--- src/rtl/core/largest_prime_divisor_assert.svh ---
`ifndef LARGEST_PRIME_DIVISOR_ASSERT_SVH
`define LARGEST_PRIME_DIVISOR_ASSERT_SVH

// Concurrent check on clk_i, switched off while rst_ni is low.
`define LPD_ASSERT(lbl, prop, msg) \
  lbl: assert property (@(posedge clk_i) disable iff (!rst_ni) (prop)) else $error(msg);

// Same-cycle implication.
`define LPD_ASSERT_IMP(lbl, ante, cons, msg) \
  `LPD_ASSERT(lbl, (ante) |-> (cons), msg)

`endif

--- src/rtl/core/lpd_pkg.sv ---
package lpd_pkg;

  localparam int unsigned VALUE_W      = 32;  // input word and magnitude
  localparam int unsigned PRIME_W      = 31;  // result field
  localparam int unsigned OUT_DATA_W   = 32;  // result field padded to bytes
  localparam int unsigned DIV_W        = 17;  // trial divisor, odd and <= 46343
  localparam int unsigned DSQ_W        = 34;  // square of the trial divisor
  localparam int unsigned MAG_BITS_DEF = 31;
  localparam int unsigned PC_W         = 4;

  typedef enum logic [2:0] {
    OP_NONE,
    OP_LOAD,
    OP_HALVE,
    OP_DIV_GO,
    OP_TAKE,
    OP_NEXT_D,
    OP_BEST_N,
    OP_EMIT
  } op_e;

  typedef enum logic [3:0] {
    C_FALL,
    C_ALWAYS,
    C_N_LT2,
    C_N_ODD,
    C_DSQ_GT_N,
    C_REM_NZ,
    C_WAIT_IN,
    C_WAIT_DIV,
    C_WAIT_OUT
  } cond_e;

  typedef struct packed {
    op_e             op;
    cond_e           cond;
    logic [PC_W-1:0] target;
  } ctrl_word_t;

  typedef struct packed {
    logic busy;
    logic done;
  } div_stat_t;

  localparam logic [PC_W-1:0] S_IDLE  = 4'd0;
  localparam logic [PC_W-1:0] S_TINY  = 4'd1;
  localparam logic [PC_W-1:0] S_EVEN  = 4'd2;
  localparam logic [PC_W-1:0] S_HALVE = 4'd3;
  localparam logic [PC_W-1:0] S_LOOP  = 4'd4;
  localparam logic [PC_W-1:0] S_DIV   = 4'd5;
  localparam logic [PC_W-1:0] S_WAIT  = 4'd6;
  localparam logic [PC_W-1:0] S_TEST  = 4'd7;
  localparam logic [PC_W-1:0] S_TAKE  = 4'd8;
  localparam logic [PC_W-1:0] S_NEXT  = 4'd9;
  localparam logic [PC_W-1:0] S_TAIL  = 4'd10;
  localparam logic [PC_W-1:0] S_LAST  = 4'd11;
  localparam logic [PC_W-1:0] S_EMIT  = 4'd12;

  // Control store. A wait condition holds the step until it is met, then fires
  // the op and goes to the target; any other condition fires the op and jumps
  // to the target when true, else falls through to the next step.
  function automatic ctrl_word_t ucode(input logic [PC_W-1:0] pc);
    ctrl_word_t cw;
    case (pc)
      S_IDLE:  cw = '{OP_LOAD,   C_WAIT_IN,  S_TINY};
      S_TINY:  cw = '{OP_NONE,   C_N_LT2,    S_EMIT};
      S_EVEN:  cw = '{OP_NONE,   C_N_ODD,    S_LOOP};
      S_HALVE: cw = '{OP_HALVE,  C_ALWAYS,   S_EVEN};
      S_LOOP:  cw = '{OP_NONE,   C_DSQ_GT_N, S_TAIL};
      S_DIV:   cw = '{OP_DIV_GO, C_FALL,     S_IDLE};
      S_WAIT:  cw = '{OP_NONE,   C_WAIT_DIV, S_TEST};
      S_TEST:  cw = '{OP_NONE,   C_REM_NZ,   S_NEXT};
      S_TAKE:  cw = '{OP_TAKE,   C_ALWAYS,   S_DIV};
      S_NEXT:  cw = '{OP_NEXT_D, C_ALWAYS,   S_LOOP};
      S_TAIL:  cw = '{OP_NONE,   C_N_LT2,    S_EMIT};
      S_LAST:  cw = '{OP_BEST_N, C_FALL,     S_IDLE};
      S_EMIT:  cw = '{OP_EMIT,   C_WAIT_OUT, S_IDLE};
      default: cw = '{OP_NONE,   C_ALWAYS,   S_IDLE};
    endcase
    return cw;
  endfunction

endpackage

--- src/rtl/core/lpd_div.sv ---
module lpd_div #(
  parameter int unsigned DIVIDEND_W = lpd_pkg::VALUE_W,
  parameter int unsigned DIVISOR_W  = lpd_pkg::DIV_W
) (
  input  logic                  clk_i,
  input  logic                  rst_ni,
  input  logic                  start_i,
  input  logic [DIVIDEND_W-1:0] dividend_i,
  input  logic [DIVISOR_W-1:0]  divisor_i,
  output lpd_pkg::div_stat_t    stat_o,
  output logic [DIVIDEND_W-1:0] quotient_o,
  output logic [DIVISOR_W-1:0]  remainder_o
);
  import lpd_pkg::*;

  localparam int unsigned CNT_W = $clog2(DIVIDEND_W + 1);

  logic                  busy_q, done_q;
  logic [CNT_W-1:0]      cnt_q;
  logic [DIVIDEND_W-1:0] quo_q;
  logic [DIVISOR_W-1:0]  rem_q;
  logic [DIVISOR_W-1:0]  dsr_q;
  logic [DIVISOR_W:0]    trial;
  logic [DIVISOR_W:0]    diff;
  logic                  ge;

  // Restoring division, one quotient bit per cycle. The dividend shifts out of
  // the top of quo_q while quotient bits shift in at the bottom.
  assign trial = {rem_q, quo_q[DIVIDEND_W-1]};
  assign diff  = trial - {1'b0, dsr_q};
  assign ge    = (trial >= {1'b0, dsr_q});

  always_ff @(posedge clk_i or negedge rst_ni) begin
    if (!rst_ni) begin
      busy_q <= 1'b0;
      done_q <= 1'b0;
      cnt_q  <= '0;
    end else begin
      done_q <= 1'b0;
      if (start_i) begin
        busy_q <= 1'b1;
        cnt_q  <= CNT_W'(DIVIDEND_W);
      end else if (busy_q) begin
        cnt_q <= cnt_q - CNT_W'(1);
        if (cnt_q == CNT_W'(1)) begin
          busy_q <= 1'b0;
          done_q <= 1'b1;
        end
      end
    end
  end

  always_ff @(posedge clk_i) begin
    if (start_i) begin
      quo_q <= dividend_i;
      rem_q <= '0;
      dsr_q <= divisor_i;
    end else if (busy_q) begin
      quo_q <= {quo_q[DIVIDEND_W-2:0], ge};
      rem_q <= ge ? diff[DIVISOR_W-1:0] : trial[DIVISOR_W-1:0];
    end
  end

  assign stat_o      = '{busy: busy_q, done: done_q};
  assign quotient_o  = quo_q;
  assign remainder_o = rem_q;

endmodule

--- src/rtl/core/largest_prime_divisor.sv ---
// Latency is data dependent: the word is taken, then each factor of two is halved out,
// then each odd trial divisor runs the 32-step bit-serial divider, where most of the time
// goes, once if it does not divide and once per factor taken out. The worst case is a prime
// magnitude close to 2^31. One word is worked on at a time; a new word is taken in the
// cycle after the result is registered.
// Reset (rst_ni low, asynchronous) returns the sequencer to idle and drops m_axis_tvalid.
module largest_prime_divisor #(
  parameter int unsigned MAG_BITS = lpd_pkg::MAG_BITS_DEF
) (
  input  logic                               clk_i,
  input  logic                               rst_ni,
  input  logic                               s_axis_tvalid,
  output logic                               s_axis_tready,
  input  logic [lpd_pkg::VALUE_W-1:0]        s_axis_tdata,   // [31:0] value
  output logic                               m_axis_tvalid,
  input  logic                               m_axis_tready,
  output logic [lpd_pkg::OUT_DATA_W-1:0]     m_axis_tdata,   // [30:0] largest_prime, [31] 0
  output logic                               m_axis_tuser    // [0] found
);
  import lpd_pkg::*;

  `include "largest_prime_divisor_assert.svh"

  localparam logic [PRIME_W-1:0] OUT_MASK = (MAG_BITS >= PRIME_W) ? {PRIME_W{1'b1}} :
                                            PRIME_W'((64'd1 << MAG_BITS) - 64'd1);

  logic [PC_W-1:0]      pc_q, pc_d;
  ctrl_word_t           cw;
  logic                 is_wait, wait_ok, take, fire;

  logic [VALUE_W-1:0]   n_q;
  logic [DIV_W-1:0]     d_q;
  logic [DSQ_W-1:0]     dsq_q;
  logic [PRIME_W-1:0]   best_q;
  logic [VALUE_W-1:0]   mag;

  logic                 out_valid_q;
  logic [PRIME_W-1:0]   out_prime_q;
  logic                 out_found_q;
  logic                 out_busy;

  div_stat_t            div_stat;
  logic                 div_start;
  logic [VALUE_W-1:0]   div_quo;
  logic [DIV_W-1:0]     div_rem;

  assign cw       = ucode(pc_q);
  assign out_busy = out_valid_q && !m_axis_tready;
  assign mag      = s_axis_tdata[VALUE_W-1] ? (VALUE_W'(0) - s_axis_tdata) : s_axis_tdata;

  always_comb begin
    is_wait = 1'b0;
    wait_ok = 1'b0;
    take    = 1'b0;
    case (cw.cond)
      C_FALL:     take = 1'b0;
      C_ALWAYS:   take = 1'b1;
      C_N_LT2:    take = (n_q < VALUE_W'(2));
      C_N_ODD:    take = n_q[0];
      C_DSQ_GT_N: take = (dsq_q > DSQ_W'(n_q));
      C_REM_NZ:   take = (div_rem != '0);
      C_WAIT_IN: begin
        is_wait = 1'b1;
        wait_ok = s_axis_tvalid;
      end
      C_WAIT_DIV: begin
        is_wait = 1'b1;
        wait_ok = div_stat.done;
      end
      C_WAIT_OUT: begin
        is_wait = 1'b1;
        wait_ok = !out_busy;
      end
      default:    take = 1'b1;
    endcase
    fire = !is_wait || wait_ok;
    if (is_wait) begin
      pc_d = wait_ok ? cw.target : pc_q;
    end else begin
      pc_d = take ? cw.target : pc_q + PC_W'(1);
    end
  end

  assign s_axis_tready = (pc_q == S_IDLE);
  assign div_start     = fire && (cw.op == OP_DIV_GO);

  always_ff @(posedge clk_i or negedge rst_ni) begin
    if (!rst_ni) begin
      pc_q        <= S_IDLE;
      out_valid_q <= 1'b0;
    end else begin
      pc_q <= pc_d;
      if (fire && cw.op == OP_EMIT) begin
        out_valid_q <= 1'b1;
      end else if (m_axis_tready) begin
        out_valid_q <= 1'b0;
      end
    end
  end

  always_ff @(posedge clk_i) begin
    if (fire) begin
      case (cw.op)
        OP_LOAD: begin
          n_q    <= mag;
          best_q <= '0;
          d_q    <= DIV_W'(3);
          dsq_q  <= DSQ_W'(9);
        end
        OP_HALVE: begin
          n_q    <= {1'b0, n_q[VALUE_W-1:1]};
          best_q <= PRIME_W'(2);
        end
        OP_TAKE: begin
          n_q    <= div_quo;
          best_q <= PRIME_W'(d_q);
        end
        OP_NEXT_D: begin
          // (d + 2)^2 = d^2 + 4d + 4
          dsq_q <= dsq_q + DSQ_W'({d_q, 2'b00}) + DSQ_W'(4);
          d_q   <= d_q + DIV_W'(2);
        end
        OP_BEST_N: best_q <= n_q[PRIME_W-1:0];
        OP_EMIT: begin
          out_prime_q <= best_q & OUT_MASK;
          out_found_q <= (best_q != '0);
        end
        default: ;
      endcase
    end
  end

  lpd_div #(
    .DIVIDEND_W (VALUE_W),
    .DIVISOR_W  (DIV_W)
  ) u_div (
    .clk_i       (clk_i),
    .rst_ni      (rst_ni),
    .start_i     (div_start),
    .dividend_i  (n_q),
    .divisor_i   (d_q),
    .stat_o      (div_stat),
    .quotient_o  (div_quo),
    .remainder_o (div_rem)
  );

  assign m_axis_tvalid = out_valid_q;
  assign m_axis_tdata  = {{(OUT_DATA_W - PRIME_W){1'b0}}, out_prime_q};
  assign m_axis_tuser  = out_found_q;

  `LPD_ASSERT_IMP(a_div_start_idle, div_start, !div_stat.busy,
                  "divider started while busy")
  `LPD_ASSERT_IMP(a_trial_odd, pc_q != S_IDLE, d_q[0],
                  "trial divisor is even")
  `LPD_ASSERT_IMP(a_found_match, m_axis_tvalid, m_axis_tuser == (m_axis_tdata != '0),
                  "found flag disagrees with the prime")
  `LPD_ASSERT(a_done_waits, div_stat.done |-> (pc_q == S_WAIT),
              "divider finished outside the wait step")

endmodule

--- config.mk ---
export PLATFORM = sky130hd
export DESIGN_NAME = largest_prime_divisor
export DESIGN_NICKNAME = d
export VERILOG_FILES = /design/src/rtl/core/lpd_pkg.sv /design/src/rtl/core/lpd_div.sv /design/src/rtl/core/largest_prime_divisor.sv
export VERILOG_INCLUDE_DIRS = /design/src /design/src/rtl/core
export SDC_FILE = /design/constraint.sdc
export NUM_CORES = 1
export LEC_CHECK = 0
export ABC_AREA = 0
export BUFFER_PORTS_ARGS = -buffer_cell sky130_fd_sc_hd__buf_4
export CAP_MARGIN = 0
export CORE_MARGIN = 2
export CORE_UTILIZATION = 25
export CTS_CLUSTER_SIZE = 8
export DETAILED_ROUTE_END_ITERATION = 10
export GPL_TIMING_DRIVEN = 0
export PLACE_DENSITY_LB_ADDON = 0.05
export SYNTH_ARGS = -nofsm -noshare
export SYNTH_HDL_FRONTEND = slang
export SYNTH_SLANG_ARGS = --single-unit
export TNS_END_PERCENT = 10
--- constraint.sdc ---
create_clock -name clk_i -period 7.9 [get_ports clk_i]
set_input_delay 1.58 -clock clk_i [delete_from_list [all_inputs] [get_ports clk_i]]
set_output_delay 1.58 -clock clk_i [all_outputs]
set_load 0.005 [all_outputs]
After elaboration in Yosys (flattened, before gate mapping)
Memories as Yosys holds them, arrays and structs flattened.
Cells that the tools add are included.

word-level totals
  register bits = 225
  ROM bits = 176
  output and inout bits = 35
  memories = 1

operators by class
  $add $sub $neg = 7
  order comparisons = 3
  equal/unequal tests = 16
  muxes and demuxes = 24
  reductions and logical operators = 22

memories
  memory            words  width  rd ports  clocked after memory_dff  write ports  line           RTL
  (name not given)  16     11     1         0                         0            lpd_pkg.sv:64  case (pc)

operators by type and width
  cell                     number
  $pmux W31 S4             1
  $mux W32                 3
  $pmux W32 S3             1
  $pmux W34 S2             1
  $add A34 B19 Y34         1
  $add A34 B3 Y34 const B  1
  $gt A34 B32 Y1           1
  $pmux W17 S2             1
  $lt A32 B2 Y1 const B    1
  $sub A1 B32 Y32 const A  1
  $reduce_bool A31 Y1      1
  $ge A18 B17 Y1           1
  $add A17 B2 Y17 const B  1
  $mux W17                 1
  $reduce_bool A17 Y1      1
  $sub A17 B17 Y17         1
  $eq A4 B3 Y1 const B     4
  $eq A3 B3 Y1 const B     4
  $mux W4                  3
  $mux W6                  2
  $mux W1                  9
  $eq A4 B2 Y1 const B     2
  $logic_not A4 Y1         2
  $reduce_and A2 Y1        4
  17 further kinds         24

Longest topological paths before layout
Gate-level depths: netlist (run 1).
An unclocked memory read counts as a cell.

  depth after elaboration = 8
  mapped depth = 13
  depth with buffers taken out = 10

Hierarchy
From an unflattened synthesis (run 1), not the netlist that was laid out.

unflattened totals
  cell total of the unflattened synthesis = 1212
  area total of the unflattened synthesis = 12972.4 um^2

by module, submodules not included
  module                 instances  cells an instance  area each (um^2)  seq. area each (um^2)
  largest_prime_divisor  1          853                8967.4            4389.2
  lpd_div                1          359                4005.1            2011.9

Least setup slack after synthesis (run 1)
No wires, ideal clock.

  path type = input-to-reg
  start point = in m_axis_tready
  end point = reg out_found_q (netlist: m_axis_tuser), enable pin
  library setup time = 461 ps
  data arrival time = 4466 ps
  data required time = 7439 ps
  slack = 2973 ps
  stages on the path = 7
  buffers on the path = 1
  path through = nand2b_1 > nand2b_1 > nand2_1 > a21oi_1 > buf_2 > or2_1 > nor3_1

on the way
  longest elaborated chain between the ends = 6

ends and longest elaborated chain
  element                      line                          RTL
  from (decl)                  largest_prime_divisor.sv:16   input logic m_axis_tready,
  $logic_not A1 Y1             largest_prime_divisor.sv:48   assign out_busy = out_valid_q && !m_axis_tready;
  $logic_and A1 B1 Y1          largest_prime_divisor.sv:48
  $logic_not A1 Y1             largest_prime_divisor.sv:72   wait_ok = !out_busy;
  $pmux W1 S3                  largest_prime_divisor.sv:55   case (cw.cond)
  $logic_or A1 B1 Y1           largest_prime_divisor.sv:76   fire = !is_wait || wait_ok;
  $reduce_and A2 Y1 (no line)  n/a
  to (signal assigned)         largest_prime_divisor.sv:126  out_found_q <= (best_q != '0);
  to (decl)                    largest_prime_divisor.sv:39   logic out_found_q;

No other way between the ends.
A chain may end at the register's enable or synchronous reset.

Worst setup path in the final report (run 1)
  start point = reg pc_q[1]
  end point = reg n_q[8], enable pin

on the way
  longest elaborated chain between the ends = 7
  elaborated cells between the ends (all ways) = 14

ends and longest elaborated chain
  element                                              line                          RTL
  from (decl)                                          largest_prime_divisor.sv:27   logic [PC_W-1:0] pc_q, pc_d;
  from (signal assigned)                               largest_prime_divisor.sv:92   pc_q <= pc_d;
  $mem_v2 Z16 W11 (*)                                  n/a
  $eq A4 B4 Y1 / $eq A4 B3 Y1 (equally long branches)  largest_prime_divisor.sv:55
  $reduce_or A3 Y1 (no line)                           n/a
  $mux W1                                              largest_prime_divisor.sv:55
  $logic_not A1 Y1                                     largest_prime_divisor.sv:76
  $logic_or A1 B1 Y1                                   largest_prime_divisor.sv:76
  $reduce_and A2 Y1 (no line) (*)                      n/a
  to (signal assigned)                                 largest_prime_divisor.sv:105  n_q <= mag;
  to (signal assigned)                                 largest_prime_divisor.sv:111  n_q <= {1'b0, n_q[VALUE_W-1:1]};
  to (signal assigned)                                 largest_prime_divisor.sv:115  n_q <= div_quo;
  to (decl)                                            largest_prime_divisor.sv:31   logic [VALUE_W-1:0] n_q;

Every way passes the cells marked *; elsewhere a longest branch is shown, timed or not.

==> impl_results.md, run 1 <==
* Status: completed
* CP required at 8.15 ns
* Pre-Repair DR Iteration Count at 7
* Final net count at 1500
* Total number of vias at 10.19k
* Cts hold-fix bufs at 0
* RSZ-0062 raised after global routing: false
* Post-DP HPWL at 35310 um
* Area of the multi-input gates at 0.006135 mm^2
* # placed instances at 2019
* Sequential standard cell area at 0.006371 mm^2
* Syn Nets at 1388
* Fraction of layout instances using a drive strength above 1 at 0.1137
* Worst-margin pin slew at 0.9766 ns
* Flop-to-flop setup slack at 4.07 ns
* Critical path's top delay family: buffers and inverters
* Die Span Y at 231.9 um
* Period minus WS final at 3.829 ns
* Dpl ws at 3.813 ns
* Clock Skew at 0.02012 ns
* Reg-to-reg critical path startpoint: pc_q[1]
* Met2 WL at 20500 um
* Worst Reg-to-Reg Cells at 12
* Layout Utilization at 0.3031
* Fin. max-slew vios at 0
* Buf+Inv Stages, Crit Path at 5
* Most common cell in the netlist: edfxtp_1
* Largest area contributor in the netlist: edfxtp_1
* Setup-failing EPs final at 0
* CP endpoint kind: flip-flop
* Vias/cell at 4.899
* Initial antenna violation count at 0
* I/O pin count at 71
* Slew HR at 0.3446
* Clock Tree Root: clkbuf_16
* Worst Hold Launch: best_q[20]
* Post CTS Setup Buffer Count at 0
* Fin Setup TNS at 0 ns
* Post-synthesis instance total at 1263
* Initial Utilization at 0.2532
* Area delta synth->final at 19.72%
* Reg clk slew, reported paths at 0.05 ns
* Num CTS Buffers at 34
* Slowest Stage Delay on Critical Path at 0.66 ns
* Synth cell types at 77
* DR iter-0 viols at 587
* Worst-path maximum fanout at 17
* Wl on met1 at 21330 um
* Vias in the first global route at 10.36k
* CTS tree: done
* Syn avg cell area at 10.29 um^2
* Total grt overflow at 0
* F_max at 261.2 MHz
* Maxcap violations at 0
* Asr flop ratio synth at 0.05909
* First-pass GRT wire length at 68880 um
* Die ar. at 0.05380 mm^2
* CP Launch Type: flip-flop
* Worst min path class: flip-flop to flip-flop
* Seq/Total Area, Yosys at 0.4905
* H-tree depth at 2
* Worst Hold End: out_prime_q[20]
* Cell Chain, Critical Path: buf_2, inv_1, ha_1, mux2i_1, a21o_1, clkbuf_1, nand2_1, nand2_1, nand2_1, clkbuf_1, a21oi_4, buf_16
* CORE AREA at 0.05130 mm^2
* Max Root-Sink Buffers at 3
* #FFs+latches synth at 220
* Sink Count at 220
* Crit path max-delay cell type: a21oi_4
* DR WL/cell at 21.96 um
* CP arrival at 4.08 ns
* DR WL met3 at 2299 um
* Synth Flop Type: edfxtp_1
* Input/output buffers at 69
* Routability cong. at 0.8013
* Post-synth EDFFs at 190
* Share of the synthesized area in the top cell type at 0.4392
* Final Non-Filler Cells at 2079
* Final Cycle Share at 0.4847
* YS warnings at 0
* DRT antenna net count at 0
* Reg2reg end: n_q[8]
* Kind of critical path: flip-flop to flip-flop
* GRT Total Usage at 0.1733
* Synthesized area at 0.01299 mm^2
* Top post-synthesis cells by count: edfxtp_1, nand2_1, ha_1
* Fin. Hold Viols at 0
* Hold Crit Depth at 0
* Largest net degree at the start of global routing at 28
* Cell row count at 83
* Die W at 231.9 um
* Post_cts resized at 0
* Top cells by area, synth: edfxtp_1, ha_1, nand2_1
* DRC Markers at 0
* Top sig layer: met4
* Min setup slack post-route at 4.071 ns
* Cell mode on critical path: nand2_1
* Worst skew pair latency at 0.55 ns
* Final WL at 45650 um
* Fill cell count at 5384
==> kinds of logic (layout without fill, tap and decap cells) <==
kind of cell    count (synthesis)  in the layout  share of synthesized area
compound gates                338            338                     0.1691
xor+xnor                       65             65                    0.04383
fa+ha+maj                      89             89                    0.08688
buf+inv                       128            263                    0.04017
flops                         220            220                     0.4905
mux                            22             22                    0.01743
other cells                     1              2                  0.0002887
simple gates                  400            400                     0.1518
==> state kept, by name, indices dropped and copies added, names as in the netlist, 16 cells and up <==
register           cells
u_div.quotient_o      32
dsq_q                 31
u_div.remainder_o     17
best_q                31
n_q                   32
d_q                   16
out_prime_q           31
u_div.dsr_q           16
==> metal layers <==
layer	vias to the layer above	global-route usage
met2	249	0.2743
li1	4958	-
met1	4900	0.2372
met3	79	0.03045
met4	0	0.06070
met5	-	0
==> cell type report <==
cell class                 count  share of cell area
clock buffer                  55             0.06107
tap                          680             0.05471
sequential                   220              0.4097
antenna                        1           0.0001609
multi-input combinational    915              0.3945
clock inverter                 4            0.004264
timing repair buffer          76             0.04208
inverter                      73             0.01762
buffer                        55             0.01593
==> how the worst max path moves through the flow <==
| stage | cells past startpoint | end | start | slack (ns) |
|---|---|---|---|---|
| 5_1_grt | 12 | n_q[8] | pc_q[1] | 3.74 |
| 3_5_place_dp | 11 | out_prime_q[11] | m_axis_tready | 3.81 |
| 3_3_place_gp | 8 | dsq_q[5] | m_axis_tready | 1.25 |
| 2_1_floorplan | 7 | m_axis_tuser | m_axis_tready | 2.97 |
| 6_report | 12 | n_q[8] | pc_q[1] | 4.07 |
| 4_1_cts | 12 | n_q[6] | pc_q[1] | 4.03 |
==> worst register-to-register path, cell delays in order, from the launching register on <==
cell and delay, ns:
dfrtp_1 0.36, buf_2 0.24, inv_1 0.11, ha_1 0.28
mux2i_1 0.20, a21o_1 0.14, clkbuf_1 0.31, nand2_1 0.35
nand2_1 0.16, nand2_1 0.12, clkbuf_1 0.35, a21oi_4 0.66
buf_16 0.24
==> cells in the final DEF (no fill, tap or decap), types with 19 or more instances in the layout <==
master,count
inv_1,71
o21ai_0,61
a22oi_1,33
edfxtp_1,190
nor4_1,24
a21oi_1,69
nor3_1,32
xnor2_1,19
clkbuf_1,54
ha_1,87
xor2_1,46
clkbuf_16,34
o21ai_1,41
nand2_1,127
nor2_1,75
nand3_1,43
buf_4,70
==> per-stage QoR <==
stage,hold slack (ns),cell area (um^2)
final,0.4486,15550
after global routing,0.4618,15550
after CTS,0.4531,15550
after detailed placement,0.4405,14530
after global placement,0.4365,14360
after floorplan,0.4169,12990
Power of run 1 is not shown: default switching activity piles up to over one toggle a cycle in this logic, so the estimate is an artifact.
==> run 2, diff against run 1 <==
==> constraint.sdc (replaced) <==
create_clock -name clk_i -period 3.6 [get_ports clk_i]
set_input_delay 0.72 -clock clk_i [delete_from_list [all_inputs] [get_ports clk_i]]
set_output_delay 0.72 -clock clk_i [all_outputs]
set_load 0.005 [all_outputs]
==> run 2 against run 1 <==
Against the previous run:
- clock skew shrank 0.0050 ns
- via count shrank 0.40%
- register-to-register slack lost 3.8 ns
- critical path depth is the same
- worst setup slack lost 3.8 ns
- non-clock buffer count grew 6
- core utilization shrank 0.066 points
==> impl_results.md, run 2 (synthesis results as in run 1) <==
* Routability cong. at 0.7813
* Cell row count at 83
* Kind of critical path: flip-flop to flip-flop
* CP Launch Type: flip-flop
* H-tree depth at 1
* DR WL/cell at 22.03 um
* Crit path max-delay cell type: dfrtp_1
* Vias in the first global route at 10.18k
* Die ar. at 0.05380 mm^2
* Fin. max-slew vios at 0
* Num CTS Buffers at 31
* Met3 usage at 0.02198
* Fill cell count at 5430
* Total grt overflow at 0
* Setup-failing EPs final at 0
* DRC Markers at 0
* Total number of vias at 10.15k
* Fin. Hold Viols at 0
* Reg clk slew, reported paths at 0.06 ns
* First-pass GRT wire length at 68530 um
* Fraction of layout instances using a drive strength above 1 at 0.1199
* Worst-path maximum fanout at 14
* F_max at 299.2 MHz
* Most frequent cells in the layout: edfxtp_1, nand2_1, ha_1, nor2_1, buf_4
* Status: completed
* RSZ-0062 raised after global routing: false
* Met1 Resource Use GR at 0.2428
* Pre-Repair DR Iteration Count at 5
* Worst skew pair latency at 0.59 ns
* CP required at 3.94 ns
* Final Instance Area at 0.01552 mm^2
* DRT antenna net count at 0
* Cell mode on critical path: buf_2
* Final net count at 1504
* Final WL at 45710 um
* Vias/cell at 4.889
* Sink Count at 220
* Initial Utilization at 0.2532
* Period minus WS final at 3.342 ns
* Post-Place Cell Area at 0.01455 mm^2
* Worst-margin pin slew at 1.011 ns
* Min setup slack post-route at 0.2578 ns
* Busiest grt layer: met2
* CP endpoint kind: flip-flop
* Area delta synth->final at 19.46%
* CTS tree: done
* Maxcap violations at 0
* Clock Skew at 0.01516 ns
* CORE AREA at 0.05130 mm^2
* Dpl ws at -0.3555 ns
* Die W at 231.9 um
* Slew HR at 0.3213
* DR iter-0 viols at 675
* Clock Tree Root: clkbuf_16
* Critical path's top delay family: buffers and inverters
* Cell Chain, Critical Path: buf_2, inv_1, ha_2, nand2_1, a31oi_2, mux2_1, a21oi_1, buf_2, or2_2, nor3_4, buf_8, buf_16
* Area of the multi-input gates at 0.006183 mm^2
* CP arrival at 3.69 ns
* Largest net degree at the start of global routing at 26
* Worst min path class: flip-flop to flip-flop
* Slowest Stage Delay on Critical Path at 0.39 ns
* Input/output buffers at 69
* Buf+Inv Stages, Crit Path at 5
* Initial antenna violation count at 0
* Sequential standard cell area at 0.006371 mm^2
* Post-DP HPWL at 35290 um
* Met2 Use GR at 0.2757
* Final Cycle Share at 0.9284
* Max Root-Sink Buffers at 3
* Die Span Y at 231.9 um
* WHS at 0.4466 ns
* Commonest non-fill, non-tap cell in the layout: edfxtp_1
* GRT Total Usage at 0.1712
* I/O pin count at 71
-- run 2: changes by cell type in the layout (fill, tap and decap cells not counted), sizes merged --
cell	previous run	this run
nor2	76	77
diode	1	2
clkinv	4	0
dlygate4sd3	0	1
inv	73	74
buf	96	101
clkbuf	90	81
-- run 2: area by class of cell --
class	instances	area share
antenna	2	0.0003225
multi-input combinational	916	0.3985
clock buffer	46	0.05362
timing repair buffer	82	0.04709
sequential	220	0.4106
clock inverter	1	0.001290
buffer	55	0.01613
tap	680	0.05483
inverter	73	0.01766
-- run 2: path summary, 6_finish.rpt --
path                                 start               to  slack [ns]  cells past startpoint
worst min-delay path            best_q[23]  out_prime_q[23]        0.45                      0
worst max register to register     pc_q[1]  out_prime_q[21]        0.26                     12
max in group asynchronous           rst_ni   u_div.cnt_q[0]        2.90                      2
worst min register to register  best_q[23]  out_prime_q[23]        0.45                      0
worst max-delay path               pc_q[1]  out_prime_q[21]        0.26                     12
min in group asynchronous           rst_ni          pc_q[3]        0.52                      2
-- run 2: repair_timing --
action / 4_1_cts / 5_1_grt
pin swaps: 2 / 3
setup buffers: 2 / 4
hold buffers: 1 / 0
hold endpoints to repair: 13 / 0
gates cloned: 1 / 0
setup endpoints to repair: 60 / 156
gates resized for setup: 4 / 9
-- run 2: metrics by stage --
step                std cells  TNS, ns    util
floorplan                1263   -37.49       -
CTS                      2069        0  0.3012
detailed placement       2018   -12.11  0.2836
global placement         2012  -312.92  0.2800
finish                   2075        0  0.3025
global route             2073        0  0.3024
-- run 2: metal layers --
metal / vias up / part of all wire
met4: 0 / 0.021
met1: 4936 / 0.48
met3: 50 / 0.040
met5: - / 0
li1: 4955 / -
met2: 204 / 0.46
Power of run 2 is left out for the same reason.
==> run 3, diff against run 2 <==
--- a/config.mk
+++ b/config.mk
@@ -14,8 +14,9 @@
 export CTS_CLUSTER_SIZE = 8
 export DETAILED_ROUTE_END_ITERATION = 10
 export GPL_TIMING_DRIVEN = 0
-export PLACE_DENSITY_LB_ADDON = 0.05
+export PLACE_DENSITY_LB_ADDON = 0.15
 export SYNTH_ARGS = -nofsm -noshare
 export SYNTH_HDL_FRONTEND = slang
+export SYNTH_HIERARCHICAL = 1
 export SYNTH_SLANG_ARGS = --single-unit
 export TNS_END_PERCENT = 10
==> run 3 against run 2 <==
Against the previous run:
- critical path depth is 1 lower
- global-route usage is 3.1 points lower
- non-clock buffer count is 8 lower
- hold slack worse by 0.41 ns
- via count is 4.1% lower
- final cell count is 2.8% lower
- register-to-register slack worse by 0.17 ns
- count of clock-buffer cells in the layout stayed put
- wire length is 18% lower
- sequential cell count is 1 higher
==> impl_results.md, run 3 <==
* Status: completed
* YS warnings at 6
* Int Power at 0.01002 W
* Vias in the first global route at 9570
* Final net count at 1449
* CORE AREA at 0.05130 mm^2
* GRT Total Usage at 0.1400
* Worst-path maximum fanout at 18
* Clock Tree Root: clkbuf_16
* Routability cong. at 0.8144
* CP Launch Type: flip-flop
* DR WL/cell at 18.60 um
* Cts hold-fix bufs at 0
* DRC Markers at 0
* Vias/cell at 4.826
* CTS tree: done
* Pwr per Cell Area at 1138 mW/mm^2
* CP arrival at 3.79 ns
* Fin. max-slew vios at 0
* I/O pin count at 71
* RSZ-0062 raised after global routing: true
* Worst-margin pin slew at 0.8712 ns
* Reg clk slew, reported paths at 0.05 ns
* Slew HR at 0.4173
* Max Root-Sink Buffers at 3
* Input/output buffers at 69
* Maxcap violations at 0
* Sequential Power Share at 0.331
* DR iter-0 viols at 680
* Most frequent cells in the layout: edfxtp_1, nand2_1, ha_1, buf_4, nor2_1
* Post-DP HPWL at 28570 um
* P_sw at 0.007699 W
* F_max at 284.6 MHz
* Initial Utilization at 0.2527
* Power share of the combinational group at 0.505
* CP required at 3.88 ns
* Sink Count at 221
* Dpl ws at -1.234 ns
* CP endpoint kind: flip-flop
* Final WL at 37510 um
* Fin. Hold Viols at 0
* Fraction of layout instances using a drive strength above 1 at 0.1728
* Final Cycle Share at 0.9759
* Total number of vias at 9734
* Syn avg cell area at 10.71 um^2
* Cell row count at 83
* Worst min path class: input port to asynchronous set/reset pin
* Largest net degree at the start of global routing at 33
* Syn Nets at 1336
* H-tree depth at 2
* Cell leakage power at 5.858 nW
* Die W at 231.7 um
* Pre-Repair DR Iteration Count at 5
* Setup-failing EPs final at 0
* Post-synthesis instance total at 1211
* Sequential standard cell area at 0.006401 mm^2
* Die Span Y at 231.7 um
* Num CTS Buffers at 34
* Worst skew pair latency at 0.53 ns
* Commonest non-fill, non-tap cell in the layout: edfxtp_1
* Fin Setup TNS at 0 ns
* Area delta synth->final at 20.04%
* Clock Skew at 0.02385 ns
* Switching fraction of total power at 0.4346
* Initial antenna violation count at 0
* Diode count at 0
* First-pass GRT wire length at 57860 um
* Fill cell count at 5378
* DRT antenna net count at 0
* VDD IR max at 0.0006602 V
* Min setup slack post-route at 0.08688 ns
* Clock power share at 0.164
* Area of the multi-input gates at 0.006127 mm^2
* Kind of critical path: flip-flop to flip-flop
* Total grt overflow at 0
* Period minus WS final at 3.513 ns
* Synthesized area at 0.01296 mm^2
* Die ar. at 0.05370 mm^2
[run 3: what timing repair did]
action	4_1_cts	5_1_grt
gates resized for setup	13	15
pin swaps	1	1
setup buffers	2	0
endpoints found under the setup margin	150	147
[run 3: path summary, 6_finish.rpt]
kind,end,slack (ns),start,cells past startpoint
setup / recovery,u_div/quotient_o[23],0.09,pc_q[0],11
hold / removal,pc_q[2],0.04,rst_ni,1
setup reg to reg,u_div/quotient_o[23],0.09,pc_q[0],11
hold reg to reg,out_prime_q[20],0.44,best_q[20],0
max in group asynchronous,pc_q[0],3.39,rst_ni,1
min in group clk_i,out_prime_q[20],0.44,best_q[20],0
[run 3: power groups by stage]
stage	combinational (W)	clock [W]	sequential, W
after floorplan	0.00623	0	0.00538
after global placement	0.00788	0	0.00582
after detailed placement	0.00875	0	0.00592
after CTS	0.00896	0.00301	0.00588
after global routing	0.0100	0.00309	0.00604
final	0.00894	0.00291	0.00587
[run 3: layout make-up]
type,instances,share of cell area
flip-flops and latches,221,0.4113
multi-input cells,867,0.3937
clock buffers,46,0.05957
well taps,680,0.05467
repair buffers,77,0.04309
plain buffers,52,0.01921
inverters,71,0.01712
clock inverters,3,0.001367
[run 3: metrics by stage]
stage	hold WS (ns)	total power (W)	cells	util	instance area, um^2
after floorplan	0.4169	0.01161	1211	-	12980
after global placement	0.4375	0.01370	1960	0.2797	14350
after detailed placement	0.4314	0.01467	1966	0.2826	14500
after CTS	0.01876	0.01784	2017	0.3024	15510
after global routing	0.03620	0.01917	2017	0.3034	15560
final	0.03598	0.01772	2017	0.3034	15560
[run 3: critical path, stage by stage, from the launching register on]
cell and delay (ns):
dfrtp_1 0.42, buf_2 0.21, inv_1 0.24, ha_4 0.24, mux2i_1 0.11, a21oi_1 0.22, and2_1 0.17, buf_6 0.13
and3_4 0.37, buf_6 0.20, clkbuf_1 0.52, mux2_2 0.42
[run 3: per-layer routing]
metal,vias to the layer above,wire [um],track usage
li1,4738,-,-
met1,4759,18180,0.1984
met2,188,17080,0.2206
met3,49,1514,0.01952
met4,0,735,0.04207
met5,-,0,0
Note: power is estimated with default switching activity, not from simulation.
